[src/design/hrsp_pkg.sv]
// Package for the HTTP request stream parser: phase codes, result codes,
// state and result structs, and the method and HTTP literal character tables.
// No dependencies.
package hrsp_pkg;

   typedef enum logic [3:0] {
      PH_M_FIRST  = 4'd0,
      PH_M_REST   = 4'd1,
      PH_M_SPACE  = 4'd2,
      PH_TARGET   = 4'd3,
      PH_HTTP     = 4'd4,
      PH_VERSION  = 4'd5,
      PH_RL_CR    = 4'd6,
      PH_RL_LF    = 4'd7,
      PH_LINE     = 4'd8,
      PH_LINE_CR  = 4'd9,
      PH_NAME     = 4'd10,
      PH_VSPACE   = 4'd11,
      PH_VALUE    = 4'd12,
      PH_VALUE_LF = 4'd13,
      PH_BODY     = 4'd14,
      PH_ERROR    = 4'd15
   } phase_type;

   // byte roles
   localparam logic [2:0] ROLE_SYNTAX  = 3'd0;
   localparam logic [2:0] ROLE_METHOD  = 3'd1;
   localparam logic [2:0] ROLE_TARGET  = 3'd2;
   localparam logic [2:0] ROLE_VERSION = 3'd3;
   localparam logic [2:0] ROLE_NAME    = 3'd4;
   localparam logic [2:0] ROLE_VALUE   = 3'd5;
   localparam logic [2:0] ROLE_BODY    = 3'd6;
   localparam logic [2:0] ROLE_IGNORED = 3'd7;

   // methods
   localparam logic [2:0] METH_NONE   = 3'd0;
   localparam logic [2:0] METH_GET    = 3'd1;
   localparam logic [2:0] METH_POST   = 3'd2;
   localparam logic [2:0] METH_PUT    = 3'd3;
   localparam logic [2:0] METH_PATCH  = 3'd4;
   localparam logic [2:0] METH_DELETE = 3'd5;
   localparam logic [2:0] METH_HEAD   = 3'd6;

   // versions
   localparam logic [1:0] VER_NONE = 2'd0;
   localparam logic [1:0] VER_0_9  = 2'd1;
   localparam logic [1:0] VER_1_0  = 2'd2;
   localparam logic [1:0] VER_1_1  = 2'd3;

   // status
   localparam logic [2:0] ST_RUN      = 3'd0;
   localparam logic [2:0] ST_DONE     = 3'd1;
   localparam logic [2:0] ST_BAD_METH = 3'd2;
   localparam logic [2:0] ST_BAD_VER  = 3'd3;
   localparam logic [2:0] ST_BAD_FMT  = 3'd4;
   localparam logic [2:0] ST_TRUNC    = 3'd5;

   localparam logic [7:0] CH_SP    = 8'h20;
   localparam logic [7:0] CH_CR    = 8'h0D;
   localparam logic [7:0] CH_LF    = 8'h0A;
   localparam logic [7:0] CH_COLON = 8'h3A;

   localparam logic [2:0] HTTP_LEN = 3'd5;
   localparam logic [2:0] VER_LEN  = 3'd3;

   typedef struct packed {
      phase_type  phase;
      logic [2:0] pos;
      logic [2:0] meth;
      logic [1:0] ver;
      logic [2:0] err;
   } state_type;

   typedef struct packed {
      logic [2:0] role;
      logic [2:0] meth;
      logic [1:0] ver;
      logic [2:0] status;
      logic       last;
   } result_type;

   function automatic logic [2:0] meth_len(input logic [2:0] m);
      logic [2:0] len;
      case (m)
         METH_GET:    len = 3'd3;
         METH_POST:   len = 3'd4;
         METH_PUT:    len = 3'd3;
         METH_PATCH:  len = 3'd5;
         METH_DELETE: len = 3'd6;
         METH_HEAD:   len = 3'd4;
         default:     len = 3'd0;
      endcase
      return len;
   endfunction

   function automatic logic [7:0] meth_char(input logic [2:0] m, input logic [2:0] p);
      logic [7:0] c;
      c = 8'h00;
      case (m)
         METH_GET: begin
            case (p)
               3'd0: c = "G"; 3'd1: c = "E"; 3'd2: c = "T";
               default: c = 8'h00;
            endcase
         end
         METH_POST: begin
            case (p)
               3'd0: c = "P"; 3'd1: c = "O"; 3'd2: c = "S"; 3'd3: c = "T";
               default: c = 8'h00;
            endcase
         end
         METH_PUT: begin
            case (p)
               3'd0: c = "P"; 3'd1: c = "U"; 3'd2: c = "T";
               default: c = 8'h00;
            endcase
         end
         METH_PATCH: begin
            case (p)
               3'd0: c = "P"; 3'd1: c = "A"; 3'd2: c = "T"; 3'd3: c = "C";
               3'd4: c = "H";
               default: c = 8'h00;
            endcase
         end
         METH_DELETE: begin
            case (p)
               3'd0: c = "D"; 3'd1: c = "E"; 3'd2: c = "L"; 3'd3: c = "E";
               3'd4: c = "T"; 3'd5: c = "E";
               default: c = 8'h00;
            endcase
         end
         METH_HEAD: begin
            case (p)
               3'd0: c = "H"; 3'd1: c = "E"; 3'd2: c = "A"; 3'd3: c = "D";
               default: c = 8'h00;
            endcase
         end
         default: c = 8'h00;
      endcase
      return c;
   endfunction

   function automatic logic [7:0] http_char(input logic [2:0] p);
      logic [7:0] c;
      case (p)
         3'd0:    c = "H";
         3'd1:    c = "T";
         3'd2:    c = "T";
         3'd3:    c = "P";
         3'd4:    c = "/";
         default: c = 8'h00;
      endcase
      return c;
   endfunction

endpackage

[src/design/hrsp_step.sv]
// Combinational parse step: next parser state and the result for one byte.
// Depends on hrsp_pkg.
module hrsp_step (
   input  hrsp_pkg::state_type  cur,
   input  logic [7:0]           data_byte,
   input  logic                 last,
   output hrsp_pkg::state_type  nxt,
   output hrsp_pkg::result_type res
);

   hrsp_pkg::state_type upd;
   logic [2:0]          role;
   logic [2:0]          m;
   logic [2:0]          p;
   logic                ok;
   logic [2:0]          status;

   always_comb begin
      upd  = cur;
      role = hrsp_pkg::ROLE_SYNTAX;
      m    = cur.meth;
      p    = cur.pos;
      ok   = 1'b1;

      unique case (cur.phase) inside
         hrsp_pkg::PH_M_FIRST: begin
            role = hrsp_pkg::ROLE_METHOD;
            case (data_byte)
               "G":     m = hrsp_pkg::METH_GET;
               "P":     m = hrsp_pkg::METH_POST;
               "D":     m = hrsp_pkg::METH_DELETE;
               "H":     m = hrsp_pkg::METH_HEAD;
               default: m = hrsp_pkg::METH_NONE;
            endcase
            upd.meth = m;
            if (m == hrsp_pkg::METH_NONE) begin
               role      = hrsp_pkg::ROLE_IGNORED;
               upd.phase = hrsp_pkg::PH_ERROR;
               upd.err   = hrsp_pkg::ST_BAD_METH;
               upd.pos   = 3'd0;
            end else begin
               upd.pos   = 3'd1;
               upd.phase = hrsp_pkg::PH_M_REST;
            end
         end
         hrsp_pkg::PH_M_REST: begin
            role = hrsp_pkg::ROLE_METHOD;
            // second letter tells POST, PUT and PATCH apart
            if (m >= hrsp_pkg::METH_POST && m <= hrsp_pkg::METH_PATCH && p == 3'd1) begin
               case (data_byte)
                  "O":     m = hrsp_pkg::METH_POST;
                  "U":     m = hrsp_pkg::METH_PUT;
                  "A":     m = hrsp_pkg::METH_PATCH;
                  default: m = hrsp_pkg::METH_NONE;
               endcase
            end else if (m < hrsp_pkg::METH_GET || m > hrsp_pkg::METH_HEAD ||
                         p >= hrsp_pkg::meth_len(m) ||
                         hrsp_pkg::meth_char(m, p) != data_byte) begin
               m = hrsp_pkg::METH_NONE;
            end
            upd.meth = m;
            if (m == hrsp_pkg::METH_NONE) begin
               role      = hrsp_pkg::ROLE_IGNORED;
               upd.phase = hrsp_pkg::PH_ERROR;
               upd.err   = hrsp_pkg::ST_BAD_METH;
               upd.pos   = 3'd0;
            end else if (p + 3'd1 >= hrsp_pkg::meth_len(m)) begin
               upd.pos   = 3'd0;
               upd.phase = hrsp_pkg::PH_M_SPACE;
            end else begin
               upd.pos = p + 3'd1;
            end
         end
         hrsp_pkg::PH_M_SPACE: begin
            if (data_byte == hrsp_pkg::CH_SP) begin
               upd.phase = hrsp_pkg::PH_TARGET;
            end else begin
               role      = hrsp_pkg::ROLE_IGNORED;
               upd.phase = hrsp_pkg::PH_ERROR;
               upd.err   = hrsp_pkg::ST_BAD_FMT;
               upd.pos   = 3'd0;
            end
         end
         hrsp_pkg::PH_TARGET: begin
            if (data_byte == hrsp_pkg::CH_SP) begin
               upd.phase = hrsp_pkg::PH_HTTP;
               upd.pos   = 3'd0;
            end else begin
               role = hrsp_pkg::ROLE_TARGET;
            end
         end
         hrsp_pkg::PH_HTTP: begin
            role = hrsp_pkg::ROLE_VERSION;
            if (p >= hrsp_pkg::HTTP_LEN || hrsp_pkg::http_char(p) != data_byte) begin
               role      = hrsp_pkg::ROLE_IGNORED;
               upd.phase = hrsp_pkg::PH_ERROR;
               upd.err   = hrsp_pkg::ST_BAD_VER;
               upd.pos   = 3'd0;
            end else if (p + 3'd1 == hrsp_pkg::HTTP_LEN) begin
               upd.pos   = 3'd0;
               upd.phase = hrsp_pkg::PH_VERSION;
            end else begin
               upd.pos = p + 3'd1;
            end
         end
         hrsp_pkg::PH_VERSION: begin
            role = hrsp_pkg::ROLE_VERSION;
            if (p == 3'd0) begin
               if (data_byte == "0") upd.ver = hrsp_pkg::VER_0_9;
               else if (data_byte == "1") upd.ver = hrsp_pkg::VER_1_0;
               else ok = 1'b0;
            end else if (p == 3'd1) begin
               ok = (data_byte == ".");
            end else if (cur.ver == hrsp_pkg::VER_0_9) begin
               ok = (data_byte == "9");
            end else if (cur.ver == hrsp_pkg::VER_1_0 &&
                         (data_byte == "0" || data_byte == "1")) begin
               upd.ver = (data_byte == "0") ? hrsp_pkg::VER_1_0 : hrsp_pkg::VER_1_1;
            end else begin
               ok = 1'b0;
            end
            if (!ok) begin
               upd.ver   = hrsp_pkg::VER_NONE;
               role      = hrsp_pkg::ROLE_IGNORED;
               upd.phase = hrsp_pkg::PH_ERROR;
               upd.err   = hrsp_pkg::ST_BAD_VER;
               upd.pos   = 3'd0;
            end else if (p + 3'd1 >= hrsp_pkg::VER_LEN) begin
               upd.pos   = 3'd0;
               upd.phase = hrsp_pkg::PH_RL_CR;
            end else begin
               upd.pos = p + 3'd1;
            end
         end
         hrsp_pkg::PH_RL_CR: begin
            if (data_byte == hrsp_pkg::CH_CR) begin
               upd.phase = hrsp_pkg::PH_RL_LF;
            end else begin
               role      = hrsp_pkg::ROLE_IGNORED;
               upd.phase = hrsp_pkg::PH_ERROR;
               upd.err   = hrsp_pkg::ST_BAD_FMT;
               upd.pos   = 3'd0;
            end
         end
         hrsp_pkg::PH_RL_LF, hrsp_pkg::PH_VALUE_LF: begin
            if (data_byte == hrsp_pkg::CH_LF) begin
               upd.phase = hrsp_pkg::PH_LINE;
            end else begin
               role      = hrsp_pkg::ROLE_IGNORED;
               upd.phase = hrsp_pkg::PH_ERROR;
               upd.err   = hrsp_pkg::ST_BAD_FMT;
               upd.pos   = 3'd0;
            end
         end
         hrsp_pkg::PH_LINE: begin
            if (data_byte == hrsp_pkg::CH_CR) begin
               upd.phase = hrsp_pkg::PH_LINE_CR;
            end else if (data_byte == hrsp_pkg::CH_COLON) begin
               upd.phase = hrsp_pkg::PH_VSPACE;
            end else begin
               role      = hrsp_pkg::ROLE_NAME;
               upd.phase = hrsp_pkg::PH_NAME;
            end
         end
         hrsp_pkg::PH_LINE_CR: begin
            // a lone CR at line start falls into the header name
            if (data_byte == hrsp_pkg::CH_LF) begin
               upd.phase = hrsp_pkg::PH_BODY;
            end else if (data_byte == hrsp_pkg::CH_COLON) begin
               upd.phase = hrsp_pkg::PH_VSPACE;
            end else begin
               role      = hrsp_pkg::ROLE_NAME;
               upd.phase = hrsp_pkg::PH_NAME;
            end
         end
         hrsp_pkg::PH_NAME: begin
            if (data_byte == hrsp_pkg::CH_COLON) upd.phase = hrsp_pkg::PH_VSPACE;
            else role = hrsp_pkg::ROLE_NAME;
         end
         hrsp_pkg::PH_VSPACE: begin
            if (data_byte == hrsp_pkg::CH_SP) begin
               upd.phase = hrsp_pkg::PH_VSPACE;
            end else if (data_byte == hrsp_pkg::CH_CR) begin
               upd.phase = hrsp_pkg::PH_VALUE_LF;
            end else begin
               role      = hrsp_pkg::ROLE_VALUE;
               upd.phase = hrsp_pkg::PH_VALUE;
            end
         end
         hrsp_pkg::PH_VALUE: begin
            if (data_byte == hrsp_pkg::CH_CR) upd.phase = hrsp_pkg::PH_VALUE_LF;
            else role = hrsp_pkg::ROLE_VALUE;
         end
         hrsp_pkg::PH_BODY: begin
            role = hrsp_pkg::ROLE_BODY;
         end
         default: begin
            role = hrsp_pkg::ROLE_IGNORED;
         end
      endcase

      if (upd.phase == hrsp_pkg::PH_ERROR) status = upd.err;
      else if (upd.phase == hrsp_pkg::PH_BODY) status = hrsp_pkg::ST_DONE;
      else status = last ? hrsp_pkg::ST_TRUNC : hrsp_pkg::ST_RUN;

      res.role   = role;
      res.meth   = (upd.phase >= hrsp_pkg::PH_M_SPACE) ? upd.meth : hrsp_pkg::METH_NONE;
      res.ver    = (upd.phase >= hrsp_pkg::PH_RL_CR) ? upd.ver : hrsp_pkg::VER_NONE;
      res.status = status;
      res.last   = last;

      // the final byte of a request returns the parser to its start
      if (last) begin
         nxt.phase = hrsp_pkg::PH_M_FIRST;
         nxt.pos   = 3'd0;
         nxt.meth  = hrsp_pkg::METH_NONE;
         nxt.ver   = hrsp_pkg::VER_NONE;
         nxt.err   = hrsp_pkg::ST_RUN;
      end else begin
         nxt = upd;
      end
   end

endmodule

[src/design/hrsp_skid.sv]
// Two-entry result buffer: output register plus skid register.
// Depends on hrsp_pkg.
module hrsp_skid (
   input  logic                 clock,
   input  logic                 reset,
   input  logic                 push_valid,
   input  hrsp_pkg::result_type push_data,
   output logic                 full,
   output logic                 out_valid,
   input  logic                 out_ready,
   output hrsp_pkg::result_type out_data
);

   logic                 main_valid_ff, main_valid_in;
   logic                 skid_valid_ff, skid_valid_in;
   hrsp_pkg::result_type main_ff, main_in;
   hrsp_pkg::result_type skid_ff, skid_in;
   logic                 pop;

   assign pop       = main_valid_ff && out_ready;
   assign full      = skid_valid_ff;
   assign out_valid = main_valid_ff;
   assign out_data  = main_ff;

   always_comb begin
      main_valid_in = main_valid_ff;
      skid_valid_in = skid_valid_ff;
      main_in       = main_ff;
      skid_in       = skid_ff;
      if (pop) begin
         if (skid_valid_ff) begin
            main_in       = skid_ff;
            skid_valid_in = 1'b0;
         end else begin
            main_valid_in = push_valid;
            main_in       = push_data;
         end
      end else if (!main_valid_ff) begin
         main_valid_in = push_valid;
         main_in       = push_data;
      end else if (push_valid) begin
         skid_valid_in = 1'b1;
         skid_in       = push_data;
      end
   end

   always_ff @(posedge clock) begin
      if (reset) begin
         main_valid_ff <= 1'b0;
         skid_valid_ff <= 1'b0;
      end else begin
         main_valid_ff <= main_valid_in;
         skid_valid_ff <= skid_valid_in;
      end
      main_ff <= main_in;
      skid_ff <= skid_in;
   end

endmodule

[src/design/http_request_stream_parser.sv]
// Top level of the HTTP request stream parser: input register, parser state,
// parse step and result buffer. Depends on hrsp_pkg, hrsp_step, hrsp_skid.
//
//  channel | dir | ports                         | payload
//  --------+-----+-------------------------------+----------------------------------
//  req     | in  | req_tvalid/tready/tdata/tlast | tdata = data_byte, tlast = end
//  rsp     | out | rsp_tvalid/tready/tdata/tuser | tuser = byte_role,
//          |     | rsp_tlast                     | tdata = method, version, status
//
// One transfer in, one transfer out per byte; sustained rate is one byte per
// cycle while rsp_tready is high; bytes pass the input, then the result register.
// The parse step is a single combinational pass over the parser state registers.
// Reset is synchronous and active high; it clears the parser state and all
// valid flags.
// A stalled result is held in the output register; one more result fits in the
// skid register, so req_tready drops only once both are occupied and the input
// register holds a byte as well.
module http_request_stream_parser (
   input  logic       clock,
   input  logic       reset,

   input  logic       req_tvalid,
   output logic       req_tready,
   input  logic [7:0] req_tdata,   // [7:0] data_byte
   input  logic       req_tlast,   // end_of_request

   output logic       rsp_tvalid,
   input  logic       rsp_tready,
   output logic [7:0] rsp_tdata,   // [2:0] method_code, [4:3] version_code, [7:5] parse_status
   output logic [2:0] rsp_tuser,   // [2:0] byte_role
   output logic       rsp_tlast    // last_result
);

   // input register
   logic       in_valid_ff, in_valid_in;
   logic [7:0] in_byte_ff;
   logic       in_last_ff;

   // parser state
   hrsp_pkg::state_type  state_ff, state_in;
   hrsp_pkg::result_type step_res;
   hrsp_pkg::result_type out_res;

   logic skid_full;
   logic adv;
   logic req_xfer;

   // advance the held byte into the result buffer whenever there is room
   assign adv        = in_valid_ff && !skid_full;
   assign req_tready = !in_valid_ff || adv;
   assign req_xfer   = req_tvalid && req_tready;

   always_comb begin
      in_valid_in = in_valid_ff;
      if (req_xfer) in_valid_in = 1'b1;
      else if (adv) in_valid_in = 1'b0;
   end

   hrsp_step u_step (
      .cur       (state_ff),
      .data_byte (in_byte_ff),
      .last      (in_last_ff),
      .nxt       (state_in),
      .res       (step_res)
   );

   always_ff @(posedge clock) begin
      if (reset) begin
         in_valid_ff    <= 1'b0;
         state_ff.phase <= hrsp_pkg::PH_M_FIRST;
         state_ff.pos   <= 3'd0;
         state_ff.meth  <= hrsp_pkg::METH_NONE;
         state_ff.ver   <= hrsp_pkg::VER_NONE;
         state_ff.err   <= hrsp_pkg::ST_RUN;
      end else begin
         in_valid_ff <= in_valid_in;
         // commit the parser state only when the byte moves on
         if (adv) state_ff <= state_in;
      end
      // hold the payload until the next transfer
      if (req_xfer) begin
         in_byte_ff <= req_tdata;
         in_last_ff <= req_tlast;
      end
   end

   hrsp_skid u_skid (
      .clock      (clock),
      .reset      (reset),
      .push_valid (adv),
      .push_data  (step_res),
      .full       (skid_full),
      .out_valid  (rsp_tvalid),
      .out_ready  (rsp_tready),
      .out_data   (out_res)
   );

   assign rsp_tuser = out_res.role;
   assign rsp_tdata = {out_res.status, out_res.ver, out_res.meth};
   assign rsp_tlast = out_res.last;

   // a byte that advances always leaves a result waiting
   assert property (@(posedge clock) disable iff (reset) adv |=> rsp_tvalid)
      else $error("advanced byte produced no result");

   // the final byte of a request returns the parser to its start state
   assert property (@(posedge clock) disable iff (reset)
      (adv && in_last_ff) |=> (state_ff.phase == hrsp_pkg::PH_M_FIRST &&
                               state_ff.meth == hrsp_pkg::METH_NONE &&
                               state_ff.err == hrsp_pkg::ST_RUN))
      else $error("parser state not cleared after final byte");

   // an error code is latched only while the parser sits in the error phase
   assert property (@(posedge clock) disable iff (reset)
      (state_ff.phase != hrsp_pkg::PH_ERROR) |-> (state_ff.err == hrsp_pkg::ST_RUN))
      else $error("error code latched outside the error phase");

   // the skid register fills only behind an occupied output register
   assert property (@(posedge clock) disable iff (reset) skid_full |-> rsp_tvalid)
      else $error("skid register full with empty output register");

endmodule
[config.mk]
export PLATFORM = sky130hd
export DESIGN_NAME = http_request_stream_parser
export DESIGN_NICKNAME = d
export VERILOG_FILES = /design/src/design/hrsp_pkg.sv /design/src/design/hrsp_step.sv /design/src/design/hrsp_skid.sv /design/src/design/http_request_stream_parser.sv
export SDC_FILE = /design/constraint.sdc
export NUM_CORES = 1
export LEC_CHECK = 0
export BUFFER_PORTS_ARGS = -buffer_cell sky130_fd_sc_hd__buf_2
export CORE_MARGIN = 4
export CORE_UTILIZATION = 46
export CTS_CLUSTER_DIAMETER = 60
export DETAILED_ROUTE_END_ITERATION = 10
export GPL_ROUTABILITY_DRIVEN = 0
export PLACE_DENSITY = 0.66
export SLEW_MARGIN = 20
export SYNTH_ARGS = -nofsm -noshare
export SYNTH_HDL_FRONTEND = slang
export SYNTH_SLANG_ARGS = --single-unit
[constraint.sdc]
create_clock -name clock -period 5.9 [get_ports clock]
set_clock_uncertainty 0.2 [all_clocks]
set_input_delay 0.885 -clock clock [delete_from_list [all_inputs] [get_ports clock]]
set_output_delay 0.885 -clock clock [all_outputs]
set_load 0.005 [all_outputs]
## Word-level counts from Yosys, hierarchy flattened

Cells that the tools add are included.

- Add/sub/neg operators: 1
- Order comparisons: 10
- Equal/unequal tests: 59
- Mux-type cells: 101
- Bitwise gates (word level): 1
- Reductions and logical operators: 31

Operators with widths:

| kind | number |
|---|---|
| one-hot mux 7 bit (4 select lines) | 4 |
| 2-to-1 mux 3 bit | 37 |
| equality test 8 x 7 -> 1 bit (second input constant) | 7 |
| one-hot mux 4 bit (13 select lines) | 1 |
| equality test 8 x 6 -> 1 bit (second input constant) | 6 |
| one-hot mux 3 bit (14 select lines) | 1 |
| one-hot mux 7 bit (3 select lines) | 2 |
| one-hot mux 7 bit (6 select lines) | 1 |
| 2-to-1 mux 4 bit | 10 |
| equality test 4 bit (second input constant) | 9 |
| 2-to-1 mux 12 bit | 3 |
| one-hot mux 3 bit (4 select lines) | 3 |
| 2-to-1 mux 7 bit | 5 |
| one-hot mux 7 bit (5 select lines) | 1 |
| equality test 3 bit (second input constant) | 9 |
| 2-to-1 mux 8 bit | 3 |
| one-hot mux 3 bit (8 select lines) | 1 |
| one-hot mux 3 bit (7 select lines) | 1 |
| equality test 3 x 2 -> 1 bit (second input constant) | 6 |
| 2-to-1 mux 2 bit | 9 |
| equality test 4 x 3 -> 1 bit (second input constant) | 4 |
| equality test 8 x 4 -> 1 bit (second input constant) | 2 |
| inequality test 8 bit | 2 |
| 2-to-1 mux 1 bit | 15 |
| other kinds (33) | 61 |

- Register bits after elaboration: 51
- Output and inout port bits: 14
- Logic and storage cells: 223

## Depth between registers and ports, before layout

- Depth after elaboration: 25
- Gate-level depth with buffers: 23

## Modules after synthesis

A second synthesis with hierarchy kept.

- Cells, all modules: 516
- Area total of the unflattened synthesis: 4,438.0 um2

Modules (own cells, without submodules):

| module | instances | cells each | area an instance (um2) | seq. area each (um2) |
|---|---|---|---|---|
| hrsp_step | 1 | 387 | 2,406.1 | 0.0 |
| http_request_stream_parser | 1 | 81 | 1,039.7 | 590.6 |
| hrsp_skid | 1 | 48 | 992.2 | 760.7 |

## Least setup slack after synthesis

No wires, ideal clock.

- Path type: reg2reg
- Start point: register state_ff[5] (netlist bit)
- End point: register u_skid.main_ff, in the netlist u_skid.out_data[1] (data pin)
- Arrival time: 4.837 ns
- Required time: 5.440 ns
- Setup slack: 0.603 ns
- Cell stages (with the launch flop): 21
- Clock period less this slack: 5.297 ns
- Cells stage by stage: dfxtp_1 -> buf_2 -> or3b_2 -> nand2_1 -> ha_1 -> nor3b_1 -> o21bai_1 -> or4b_1 -> a21oi_1 -> nor4b_2 -> a21boi_0 -> mux2_2 -> ha_1 -> nor2b_1 -> o21ai_0 -> a221oi_1 -> a31oi_1 -> a21o_1 -> a21o_1 -> o32a_2 -> mux2_2

RTL lines:

| item | RTL line | RTL |
|---|---|---|
| start: declaration | http_request_stream_parser.sv:40 | `hrsp_pkg::state_type state_ff, state_in;` |
| start signal: assignment | http_request_stream_parser.sv:78 | `if (adv) state_ff <= state_in;` |
| end signal: assignment | hrsp_skid.sv:55 | `main_ff <= main_in;` |
| end: declaration | hrsp_skid.sv:16 | `hrsp_pkg::result_type main_ff, main_in;` |

==> metrics.md <==
| Metric | Value |
|---|---|
| Req. time, crit path | `5.78 ns` |
| Die Area | `10800 sq um` |
| Final WL | `12.4 mm` |
| Clk buf depth | `2` |
| Remaining global-route overflow | `0` |
| Int Pwr | `0.612 mW` |
| Height of the chip | `104 um` |
| Period minus WS final | `5.71 ns` |
| Synthesized Nets | `547` |
| Clock sink count | `51` |
| Status | `completed` |
| Latest clock arrival within the worst-skew pair | `0.32 ns` |
| First-pass GRT wire length | `20.2 mm` |
| Antenna-violating nets left | `0` |
| Clock power share | `29.3%` |
| CTS buffer count | `5` |
| Post-synthesis xor/xnor area fraction | `1.86%` |
| Highest clock rate | `175 MHz` |
| Power after layout | `0.881 mW` |
| Synthesis Warnings | `0` |
| Drt drc | `0` |
| Htree depth | `2` |
| Placed cells | `632` |
| Asr flop ratio synth | `0%` |
| Startpoint class of the critical path | `flop` |
| Arrival @ worst endpoint | `5.59 ns` |
| DR vias | `4185` |
| Critical path capture point type | `flop` |
| Pwr dens | `193 nW/um^2` |
| Adder-Cell Fraction of Synth Area | `3.55%` |
| Area grow syn2layout | `7.89%` |
| Area of the mapped netlist | `4230 sq um` |
| Chip width | `104 um` |
| Compound-Gate Fraction of Synth Area | `25.8%` |
| All-Layer GR Usage | `22.6%` |
| Count leader, synth | `nor2_1` |
| Unique masters post-synth | `81` |
| #FFs+latches synth | `51` |
| Kind of critical path | `reg -> reg` |
| Maxcap violations | `0` |
| Comb pwr share | `22.0%` |
| Final Util | `51.6%` |
| Detailed Routing Iterations Pass 1 | `5` |
| Avg WL per Cell | `19.3 um` |
| Core area | `8850 sq um` |
| CTS tree | `done` |
| Simple-Gate Fraction of Synth Area | `29.9%` |
| Largest net degree at the start of global routing | `27` |
| Post-Layout Cell Count | `640` |
| Diode count | `0` |
| Post-synth top area share | `23.4%` |
| CTS Root Cell | `clkbuf_8` |
| Share of cells above drive strength 1 | `14.1%` |
| Worst Path Max Fanout | `11` |
| HP Class | `reg -> reg` |
| Maximum vdd drop | `0.000137 V` |
| Post-CTS Hold Buffers | `0` |
| Row cnt | `34` |
| Antenna violations before repair | `0` |
| Tcrit/Tclk final | `96.8%` |
| Synth area leader | `edfxtp_1` |
| Count of mapped cells out of synthesis | `522` |
| Hpwl dp | `8.87 mm` |
| Net Sw Frac | `30.6%` |
| Post-synth EDFFs | `33` |
| Hold Violations, Final | `0` |
| Largest family of logic cells by synthesized area | `simple AND/OR/NAND/NOR gates` |
| Final #Nets | `556` |
| Sw power | `0.269 mW` |
| Static Leak | `1.69 nW` |
| Top cells by area, synth | `edfxtp_1, dfxtp_1, nor2_1` |
| Sum of negative setup slack | `0 ns` |
| Commonest cells in the netlist | `nor2_1, nand2_1, a21oi_1` |
| Register share of total power | `48.7%` |
| Worst-path clk slew | `0.10 ns` |
| Starting Density | `47.8%` |
| Mapped Avg Cell Area | `8.11 sq um` |
| Top FF cell, synth | `edfxtp_1` |
| Post-synthesis mux area share | `1.89%` |
| 1st-iter DRT viols | `489` |
| Worst slew margin | `29.6%` |
| Slew @ Worst Pin | `1.05 ns` |
| Vias per std cell | `6.54` |
| Sequential area share after synthesis | `31.9%` |
| Max-slew violation count | `0` |
| Vias in the first global route | `4017` |
| IO buf count | `26` |
| I/O pins | `27` |
| Setup violators final | `0` |
[what timing repair did]
| item | in CTS | in global routing |
|---|---|---|
| hold endpoints to repair | 0 | 0 |
| setup endpoints to repair | 0 | 10 |
| resized for setup | 0 | 6 |
| setup buffers | 0 | 0 |
[registers in the layout (all words and copies together), names as in the netlist]
signal            flops
in_byte_ff            8
u_skid.full           1
in_last_ff            1
u_skid.out_valid      1
in_valid_ff           1
u_skid.out_data      12
u_skid.skid_ff       12
state_ff             15
[power by group through the flow]
| stage | Combinational, mW | Sequential [mW] | Clock (mW) |
|---|---|---|---|
| final | 0.194 | 0.429 | 0.259 |
| after CTS | 0.189 | 0.428 | 0.261 |
| after global routing | 0.213 | 0.432 | 0.277 |
| after global placement | 0.183 | 0.437 | 0 |
| after detailed placement | 0.187 | 0.436 | 0 |
| after floorplan | 0.137 | 0.426 | 0 |
[kinds of logic after synthesis]
kind of cell / count (synthesis)
XOR/XNOR: 9
buffers and inverters: 51
multiplexers: 7
AO/OA/AOI/OAI: 156
AND/OR/NAND/NOR: 236
flip-flops: 51
adder cells (fa/ha/maj): 12
[layout make-up]
type,count,area (sq um)
Multi-Input combinational cell,420,2690
Inverter,15,56.3
Clock buffer,5,68.8
Sequential cell,51,1350
Tap cell,108,135
Fill cell,839,4280
Timing Repair Buffer,38,220
Clock inverter,3,45.0
[layout by cell type (no fill, tap or decap), drive strengths merged, types with 10 or more instances in the layout]
master	n
a21oi	40
nor2	61
edfxtp	33
nor3	20
nand2b	14
inv	17
ha	12
nand3	14
o21ai	24
nand2	50
buf	38
a31oi	10
dfxtp	18
nor2b	14
and3	10
[path summary, 6_finish.rpt]
kind	startpoint	end	slack (ns)	depth (start not counted)
hold reg to reg	u_skid.skid_ff[6]	u_skid.out_data[6]	0.33	2
hold / removal	u_skid.skid_ff[6]	u_skid.out_data[6]	0.33	2
setup / recovery	state_ff[6]	u_skid.out_data[1]	0.19	19
setup reg to reg	state_ff[6]	u_skid.out_data[1]	0.19	19
[worst max-delay path, stage by stage (launching register included)]
cell      delay [ns]
dfxtp_1         0.42
or3b_2          0.51
nand2_1         0.09
ha_1            0.22
nor3b_1         0.24
o21bai_1        0.10
or4b_1          0.54
a21oi_1         0.26
nor3b_2         0.28
a21oi_1         0.09
or3_1           0.38
ha_1            0.30
a21oi_1         0.15
o21ai_0         0.17
a221oi_1        0.39
a31oi_1         0.13
a21o_1          0.18
a21o_1          0.20
o32a_2          0.34
mux2_2          0.28
[per-layer routing]
layer | wire length, um | track usage, % | up-vias
li1 | - | - | 1965
met1 | 5450 | 31.1 | 1960
met2 | 5610 | 36.4 | 228
met3 | 1040 | 3.66 | 32
met4 | 263 | 6.93 | 0
met5 | 0 | 0 | -
[per-stage QoR]
step           hold WS (ns)  worst slack (ns)  cell area [sq um]
2_1_floorplan         0.224             0.603               4230
3_3_place_gp          0.291             0.252               4430
3_5_place_dp          0.311             0.141               4430
4_1_cts               0.327             0.116               4540
5_1_grt               0.354           -0.0194               4570
6_report              0.328             0.186               4570
Power figures use the tool's default switching activity.
